`src/rtl/core/dpt_pkg.sv`:
```
// Shared types, codes and defaults for the demand-paging page table.
`timescale 1ns / 1ps

package dpt_pkg;

  localparam int PROC_W  = 4;
  localparam int PAGE_W  = 6;
  localparam int FRAME_W = 8;
  localparam int REFS_W  = 8;
  localparam int CNT_W   = 16;
  localparam int CFG_W   = 5;

  localparam int MAX_PROCS_DEF             = 16;
  localparam int PAGES_PER_PROC_DEF        = 64;
  localparam int TOTAL_FRAMES_DEF          = 256;
  localparam int TABLE_FRAMES_PER_PROC_DEF = 8;

  typedef enum logic [1:0] {
    ST_HIT    = 2'd0,
    ST_FAULT  = 2'd1,
    ST_OOM    = 2'd2,
    ST_UNCONF = 2'd3
  } status_t;

  typedef struct packed {
    logic [PROC_W-1:0] process_index;
    logic [PAGE_W-1:0] virtual_page;
  } in_req_t;

  typedef struct packed {
    status_t            status;
    logic [FRAME_W-1:0] physical_frame;
    logic [REFS_W-1:0]  page_ref_count;
    logic [CNT_W-1:0]   process_faults;
    logic [CNT_W-1:0]   process_refs;
  } out_rsp_t;

  // One page-table word
  typedef struct packed {
    logic               valid;
    logic [REFS_W-1:0]  refs;
    logic [FRAME_W-1:0] frame;
  } entry_t;

  // One per-process totals word
  typedef struct packed {
    logic [CNT_W-1:0] faults;
    logic [CNT_W-1:0] refs;
  } tot_t;

  // Update controls from the resolve logic back to the state holder
  typedef struct packed {
    logic commit;
    logic alloc;
    logic set_halt;
  } upd_t;

  function automatic logic [CNT_W-1:0] sat_inc(input logic [CNT_W-1:0] v);
    return (v == {CNT_W{1'b1}}) ? v : v + CNT_W'(1);
  endfunction

endpackage

```
`src/rtl/core/dpt_resolve.sv`:
```
// Decides hit, fault, out-of-memory or unconfigured for one request and forms write-back data.
`timescale 1ns / 1ps

module dpt_resolve
  import dpt_pkg::*;
#(
  parameter int MAX_PROCS    = MAX_PROCS_DEF,
  parameter int TOTAL_FRAMES = TOTAL_FRAMES_DEF,
  parameter int NF_W         = $clog2(TOTAL_FRAMES_DEF + 1)
) (
  input  logic [PROC_W-1:0] proc,
  input  logic [CFG_W-1:0]  proc_count,
  input  logic              halted,
  input  logic [NF_W-1:0]   next_free,
  input  entry_t            rd_entry,
  input  tot_t              rd_tot,
  output out_rsp_t          rsp,
  output entry_t            wr_entry,
  output tot_t              wr_tot,
  output upd_t              upd
);

  logic unconf;
  logic no_frame;

  assign unconf   = ({1'b0, proc} >= proc_count) || ({2'b00, proc} >= 6'(MAX_PROCS));
  assign no_frame = (next_free >= NF_W'(TOTAL_FRAMES));

  always_comb begin
    rsp      = '0;
    wr_entry = rd_entry;
    wr_tot   = rd_tot;
    upd      = '0;
    priority if (halted) begin
      rsp.status = ST_OOM;
    end else if (unconf) begin
      rsp.status = ST_UNCONF;
    end else if (!rd_entry.valid && no_frame) begin
      rsp.status   = ST_OOM;
      upd.set_halt = 1'b1;
    end else begin
      upd.commit = 1'b1;
      if (!rd_entry.valid) begin
        // fault: take the next frame from the bump pointer
        upd.alloc      = 1'b1;
        wr_entry.valid = 1'b1;
        wr_entry.frame = FRAME_W'(next_free);
        wr_tot.faults  = sat_inc(rd_tot.faults);
        rsp.status     = ST_FAULT;
      end else begin
        rsp.status = ST_HIT;
      end
      wr_entry.refs      = rd_entry.refs + REFS_W'(1);
      wr_tot.refs        = sat_inc(rd_tot.refs);
      rsp.physical_frame = wr_entry.frame;
      rsp.page_ref_count = wr_entry.refs;
      rsp.process_faults = wr_tot.faults;
      rsp.process_refs   = wr_tot.refs;
    end
  end

endmodule

```
`config.mk`:
```
export PLATFORM = sky130hd
export DESIGN_NAME = dpt_resolve
export DESIGN_NICKNAME = d
export VERILOG_FILES = /design/src/rtl/core/dpt_pkg.sv /design/src/rtl/core/dpt_resolve.sv
export SDC_FILE = /design/constraint.sdc
export NUM_CORES = 1
export LEC_CHECK = 0
export BUFFER_PORTS_ARGS = -buffer_cell sky130_fd_sc_hd__buf_2
export CAP_MARGIN = 25
export CELL_PAD_IN_SITES_DETAIL_PLACEMENT = 1
export CELL_PAD_IN_SITES_GLOBAL_PLACEMENT = 1
export CORE_AREA = 10 10 98 100
export DETAILED_ROUTE_END_ITERATION = 8
export DIE_AREA = 0 0 108 110
export PLACE_DENSITY_LB_ADDON = 0.15
export SLEW_MARGIN = 20
export SYNTH_ARGS = -nofsm -noshare
export SYNTH_HDL_FRONTEND = slang
export SYNTH_SLANG_ARGS = --single-unit
```
`constraint.sdc`:
```
create_clock -name vclk -period 5.19
set_input_delay 0.2595 -clock vclk [all_inputs]
set_output_delay 0.2595 -clock vclk [all_outputs]
set_load 0.005 [all_outputs]
```
==> impl_results.md, run 1 <==
* Status: complete, no violations
* Startpoint Class: input port
* M2 GR Usage at 27.0%
* Synth Warn # at 0
* Met1 usage at 15.7%
* Capturing element type of the critical path: output port
* Syn Area/Cell at 6.40 µm²
* Placed insts at 573
* DRC at 0
* Final max-slew violation count at 0
* Hold buffers post-CTS at 0
* Largest net degree at the start of global routing at 46
* Area share of the largest cell type after synthesis at 14.9%
* Area of the mapped netlist at 2000 µm²
* WS Path Type: in -> out
* Via density at around 5.0
* Slew @ Worst Pin at slightly below 800 ps
* Maxcap violations at 0
* Syn nets at 389
* Slowest CP cell: inv_2
* # port buffers at between 150 and 200
* Estimated wirelength of the detail-placed design at 8020 µm
* Area taken by flip-flops and latches at 0 µm²
* Cell repeated most along the worst path: buf_2
* Area grow syn2layout at 46.3%
* Total gr overflow at 0
* Syn Inst Count at 313
* Tcrit/Tclk final at around 60%
* Die Ht at 110 µm
* Gr usage total at 14.3%
* Delay-heaviest family, CP: buffers and inverters
* Initial Util at 26.2%
* Initial antenna violation count at 1
* Arr. time, crit path at 2920 ps
* Worst path cell trace: buf_2 > ha_1 > a21o_1 > a31oi_1 > o211a_1 > buf_4 > inv_2 > a21oi_2 > mux2_2 > buf_2
* Setup TNS at 0 ps
* Detail Route Antenna Nets at 0
* Core area at 7650 µm²
* Share of layout cells above drive strength 1 at between 40% and 50%
* Setup-failing EPs final at 0
* Clock buffer cells at 0
* Cell area power density at 76.3 nW/µm²
* Vias at 2850
* Wirelength per Cell at 16.4 µm
* N_diodes at 0
* Finished Layout Cells at 573
* Final #Nets at ~550
* Die area at 11900 µm²
* M3 GR Usage at 4.76%
* RSZ-0062 raised after global routing: no
* GRT busiest layer: met2
* Initial detailed-routing violation count at 51
* Critical Path RT at 4930 ps
* Min-Delay Path Class: in -> out
* Register area share after synthesis at 0%
* Die width at ~110 µm
* FFs & Latches at 0
* Fillers at about 1100
* FP Rows at 32
* Pre-antenna DRT Iters at 4
* First-pass GRT wire length at 14600 µm
* Worst slew margin at 48.6%
* CTS resizes at 0
* Critical Path Fanout Max at 45
* Setup repair bufs after CTS at 0
* Synth top area cells: xnor2_1, nor2_1, xor2_1
* Leak at 1.50 nW
* Max VDD drop at 0.0286 mV
* Final hold vios at 0
* Buf/Inv on CP at 4
* Gp weighted congestion at 0.752
* Area leader, netlist: xnor2_1
* Ports at 170
* Synth unique cells at 53
* Final core occ at 38.3%
* Post-Route WL at 9380 µm
* Highest clock rate at 314 MHz
* CP peak stage delay at 410 ps
* Min Tclk post-route at between 3000 and 4000 ps
* Vias in the first global route at 3013
## stage by stage
stage,instance area [µm²],total power [W],hold WS [ps],setup slack [ps]
2_1_floorplan,2000,0.000110,570,3150
5_1_grt,2930,0.000252,825,1720
6_report,2930,0.000224,804,2010
3_3_place_gp,2930,0.000224,799,2050
4_1_cts,2930,0.000230,808,1940
3_5_place_dp,2930,0.000228,808,1950
## kinds of logic after synthesis
logic type / synth area share (%)
buf+inv: 5.37
xor+xnor: 21.4
fa+ha+maj: 5.00
simple gates: 38.0
mux: 7.18
compound gates: 23.0
## synth_stat cells, types with 2 or more instances
cell type / n
a211oi_1: 8
a21o_1: 2
a21oi_1: 16
a21oi_2: 2
a22oi_1: 8
a31oi_1: 8
and2_1: 2
and3_1: 15
and4_1: 3
and4b_1: 2
buf_2: 7
clkbuf_1: 4
ha_1: 8
inv_1: 10
mux2_2: 11
mux2i_1: 2
nand2_1: 28
nand2b_1: 5
nand3_1: 21
nand4_1: 5
nor2_1: 53
nor2b_1: 2
nor3_1: 7
o211a_1: 3
o21ai_0: 6
xnor2_1: 34
xor2_1: 15
## report_power, final
group / total [W] / switching [W] / internal [W]
sequential: 0 / 0 / 0
combinational: 0.000224 / 0.000123 / 0.000101
clock: 0 / 0 / 0
## metal layers
layer	routed length, µm	up-vias	part of all wire (%)
met5	13	-	0.14
met4	83	2	0.88
met3	846	8	9.0
met2	4670	93	50
met1	3760	1310	40
li1	-	1437	-
## cells in the final DEF, fill, tap and decap left out, types with 6 or more instances in the layout
| cell | netlist | final |
|---|---|---|
| a211oi_1 | 8 | 8 |
| a21oi_1 | 16 | 16 |
| a22oi_1 | 8 | 8 |
| a31oi_1 | 8 | 8 |
| and3_1 | 15 | 15 |
| buf_2 | 7 | 170 |
| ha_1 | 8 | 8 |
| inv_1 | 10 | 10 |
| mux2_2 | 11 | 11 |
| nand2_1 | 28 | 28 |
| nand3_1 | 21 | 21 |
| nor2_1 | 53 | 53 |
| nor3_1 | 7 | 7 |
| o21ai_0 | 6 | 6 |
| xnor2_1 | 34 | 34 |
| xor2_1 | 15 | 15 |
## area by class of cell
| class | count | area [µm²] | share of cell area [%] |
|---|---|---|---|
| multi-input combinational | 288 | 1900 | 64.7 |
| timing repair buffer | 172 | 866 | 29.5 |
| tap | 102 | 128 | 4.36 |
| inverter | 11 | 41.3 | 1.41 |
## worst paths after layout
path	from	end	slack (ps)	cells past startpoint
setup / recovery	proc[2]	wr_tot[1]	2010	10
hold / removal	rd_entry[15]	wr_entry[15]	800	3
Power figures use the tool's default switching activity.
==> run 2, diff against run 1 <==
- CORE_AREA: 10 10 98 100 -> 10 10 101 103
- DIE_AREA: 0 0 108 110 -> 0 0 111 113
- clock period: 5.19 -> 3.2 ns (I/O delays scaled with it)
==> run 2 against run 1 <==
Setup slack worse by 1400 ps. Largest power group unchanged. Design area is 0.38% higher. Hold slack worse by 200 ps. Non-clock buffer count is 1 higher. Utilization is 2.2 points lower. Clock-buffer cell count stayed put. Wire length is 0.13% higher. Cell count is 0.70% higher. Sequential cell count stayed put. Largest cell class unchanged.
==> impl_results.md, run 2 (same netlist as run 1, synthesis figures left out) <==
* Tcrit/Tclk final at 82.5%
* Status: complete, no violations
* Most common cell after layout, fill and taps aside: buf_2
* Arr. time, crit path at 2480 ps
* Min Tclk post-route at 2640 ps
* Leak at 1.51 nW
* Pre-antenna DRT Iters at 4
* WS Path Type: in -> out
* FFs & Latches at 0
* Top Metal Used: met5
* RSZ-0062 raised after global routing: no
* DRC at 0
* Hold buffers post-CTS at 0
* Core area at 8130 µm²
* DR WL met2 at between 4000 and 5000 µm
* Clock buffer cells at 0
* Final #Nets at 550
* Final hold vios at 0
* Area taken by flip-flops and latches at 0 µm²
* Critical Path Fanout Max at 14
* Ports at 170
* Final max-slew violation count at 0
* Critical Path RT at 3040 ps
* FP Rows at 33
* Worst slew margin at 38.1%
* Setup-failing EPs final at 0
* Final Power at between 0.0003 and 0.0004 W
* Via density at 4.95
* Placed Area at 2940 µm²
* Initial detailed-routing violation count at 66
* Min-Delay Path Class: in -> out
* Max VDD drop at 0.0428 mV
* Setup repair bufs after CTS at 0
* Estimated wirelength of the detail-placed design at 8210 µm
* Post-Route WL at 9390 µm
* N_diodes at 0
* Commonest non-fill, non-tap cells in the layout: buf_2, nor2_1, xnor2_1
* First-pass GRT wire length at 15200 µm
* Total gr overflow at 0
* Vias at 2856
* Detail Route Antenna Nets at 0
* Die width at 111 µm
* Startpoint Class: input port
* Fillers at 1120
* # port buffers at 170
* Gp weighted congestion at around 0.76
* Largest net degree at the start of global routing at 26
* Met1 WL at 3780 µm
* CTS resizes at 0
* Highest clock rate at 379 MHz
* Initial antenna violation count at 2
* Die area at 12500 µm²
* Design Area, Final at 2940 µm²
* Vias in the first global route at 2930
* Final core occ at between 30% and 40%
* Area grow syn2layout at 46.8%
* Maxcap violations at 0
* Die Ht at 113 µm
* Initial Util at about a quarter
* Gr usage total at roughly 14%
* Met3 wire length at 820 µm
* Cell area power density at 123 nW/µm²
* Setup TNS at 0 ps
* Slew @ Worst Pin at between 900 and 1000 ps
* Share of layout cells above drive strength 1 at ~41%
* Wirelength per Cell at 16.3 µm
* Capturing element type of the critical path: output port
## run 2: cell type report
type	instances	area, µm²	share of cell area (%)
inverter	11	41.3	1.40
multi-input combinational	288	1900	64.4
tap	105	131	4.47
timing repair buffer	173	873	29.7
## run 2: critical path: stages
cell	delay, ps
buf_2	70
inv_1	30
ha_1	250
nand2b_1	100
a31oi_1	130
o21ai_1	760
nand2b_1	450
mux2_2	380
buf_2	130
## run 2: stage by stage
stage / cells / hold WS, ps / setup WS [ps]
6_report: 577 / 607 / 561
5_1_grt: 577 / 636 / 352
4_1_cts: 577 / 610 / 560
3_5_place_dp: 577 / 610 / 563
3_3_place_gp: 577 / 604 / 705
2_1_floorplan: 313 / 371 / 1360
## run 2: worst paths after layout
check                   startpoint            to  slack, ps  cells after the start
worst max-delay path       proc[0]   wr_entry[3]        560                      9
worst min-delay path  rd_entry[15]  wr_entry[15]        610                      3
## run 2: report_power, final
group	switching, W	internal [W]	total, W
clock	0	0	0
combinational	0.000199	0.000164	0.000363
sequential	0	0	0
## run 2: routing by layer
metal	vias up	GRT usage (%)
met5	-	0
met4	2	0.868
met3	6	4.97
met2	86	25.7
met1	1317	15.4
li1	1445	-
==> run 3, diff against run 2 <==
- ABC_AREA: unset -> 1
- CORE_AREA: 10 10 101 103 -> 10 10 107 109
- DIE_AREA: 0 0 111 113 -> 0 0 117 119
- clock period: 3.2 -> 2.62 ns (I/O delays scaled with it)
==> run 3 against run 2 <==
Sequential cell count is the same. Total power grew 50%. Design area grew 7.4%. Clock-buffer cell count is the same. First-iteration DRC count grew 56%. Combinational power grew 50%. Wire length grew 12%. Largest cell class unchanged. Highest routed layer is now met4.
==> impl_results.md, run 3 <==
* RSZ-0062 raised after global routing: no
* Setup WS pre-CTS at approximately 410 ps
* Clock buffer cells at 0
* Footprint of the multi-input gates at 1760 µm²
* Setup repair bufs after CTS at 0
* Wirelength per Cell at 13.9 µm
* N_diodes at 0
* Final max-slew violation count at 0
* Initial antenna violation count at 0
* Ports at 170
* Setup-failing EPs final at 0
* Estimated wirelength of the detail-placed design at 9020 µm
* Synth Warn # at 0
* Worst Setup Slack, final at 458 ps
* Syn Area/Cell at 4.66 µm²
* Area grow syn2layout at 39.3%
* Critical Path Fanout Max at 48
* Worst slew margin at 47.0%
* Startpoint Class: input port
* Final #Nets at ~720
* Most common cell after layout, fill and taps aside: nand2_1
* Vias at 3450
* Initial Util at roughly a quarter
* Critical Path RT at about 2500 ps
* Die width at 117 µm
* Largest net degree at the start of global routing at 49
* Vias in the first global route at 3589
* Fillers at between 1000 and 1500
* Hold buffers post-CTS at 0
* Share of layout cells above drive strength 1 at 29.8%
* Capturing element type of the critical path: output port
* Final hold vios at 0
* Arr. time, crit path at 2030 ps
* Maxcap violations at 0
* Initial detailed-routing violation count at 103
* Synth unique cells at 25
* Highest clock rate at ~460 MHz
* Leak at 2.29 nW
* Area taken by flip-flops and latches at 0 µm²
* Status: complete, no violations
* # port buffers at 170
* Synth top area cells: nand2_1, inv_1, nand3_1
* Die Ht at 119 µm
* FFs & Latches at 0
* Detail Route Antenna Nets at 0
* Leading cell type by number of instances after synthesis: nand2_1
* Die area at around 14000 µm²
* Cell area power density at 172 nW/µm²
* Min Tclk post-route at about 2200 ps
* Syn nets at 563
* Min-Delay Path Class: in -> out
* Max VDD drop at roughly 0.087 mV
* First-pass GRT wire length at 17300 µm
* Area share of the largest cell type after synthesis at a little under a third
* Most frequent cells after synthesis: nand2_1, inv_1, nor2_1
* Pre-antenna DRT Iters at 4
* Gr usage total at between 10% and 20%
* Commonest non-fill, non-tap cells in the layout: nand2_1, buf_2, inv_1
* Total gr overflow at 0
* Gp weighted congestion at 0.832
* FP Rows at 36
* DRC at 0
* Area of the mapped netlist at 2270 µm²
* Setup TNS at 0 ps
* Core area at 9460 µm²
* Tcrit/Tclk final at 82.5%
* Via density at between 4 and 5
* Slew @ Worst Pin at 794 ps
* Syn Inst Count at a little under 500
* Register area share after synthesis at 0%
* Post-Route WL at 10500 µm
* Area leader, netlist: nand2_1
* CTS resizes at 0
* WS Path Type: in -> out
run 3: cell type report:
class / instances / share of cell area [%]
Inverter: 104 / 12.4
Multi-Input combinational cell: 369 / 55.7
Tap cell: 114 / 4.51
Timing Repair Buffer: 172 / 27.4
run 3: metal layers:
layer / up-vias / track usage (%) / share of wire [%]
li1: 1793 / - / -
met1: 1541 / 18.0 / 45
met2: 108 / 24.1 / 44
met5: - / 0 / 0
met4: 0 / 1.31 / 0.83
met3: 8 / 4.17 / 9.8
run 3: final timing paths:
| kind | cells after the start | end | slack [ps] | startpoint |
|---|---|---|---|---|
| max | 11 | wr_tot[24] | 460 | proc[3] |
| min | 4 | wr_entry[7] | 540 | rd_entry[7] |
run 3: where the power goes:
part           leakage, nW  total [W]  switching, W  internal (W)
Sequential               0          0             0             0
Combinational         2.29   0.000543      0.000324      0.000219
Clock                    0          0             0             0
run 3: cell families (layout without fill, tap and decap cells):
group | count (synthesis) | in the layout | share of synthesized area (%)
simple gates | 306 | 306 | 58.2
buf+inv | 118 | 276 | 22.4
compound gates | 42 | 42 | 9.93
xor+xnor | 13 | 13 | 5.02
fa+ha+maj | 8 | 8 | 4.41
run 3: stage by stage:
stage	hold slack [ps]	utilization (%)	power, W	instances	area, µm²
after global placement	541	33.4	0.000543	759	3160
final	543	33.4	0.000543	759	3160
after floorplan	298	-	0.000290	487	2270
after detailed placement	544	33.4	0.000553	759	3160
after global routing	562	33.4	0.000624	759	3160
after CTS	547	33.4	0.000556	759	3160
run 3: critical path: stages:
cell and delay (ps):
buf_2 100, ha_1 270, inv_1 40, nor2_1 150, nand3b_1 140, nand3_2 180, nor2_4 50, inv_2 580
nand2_1 120, o21ai_0 120, buf_2 150
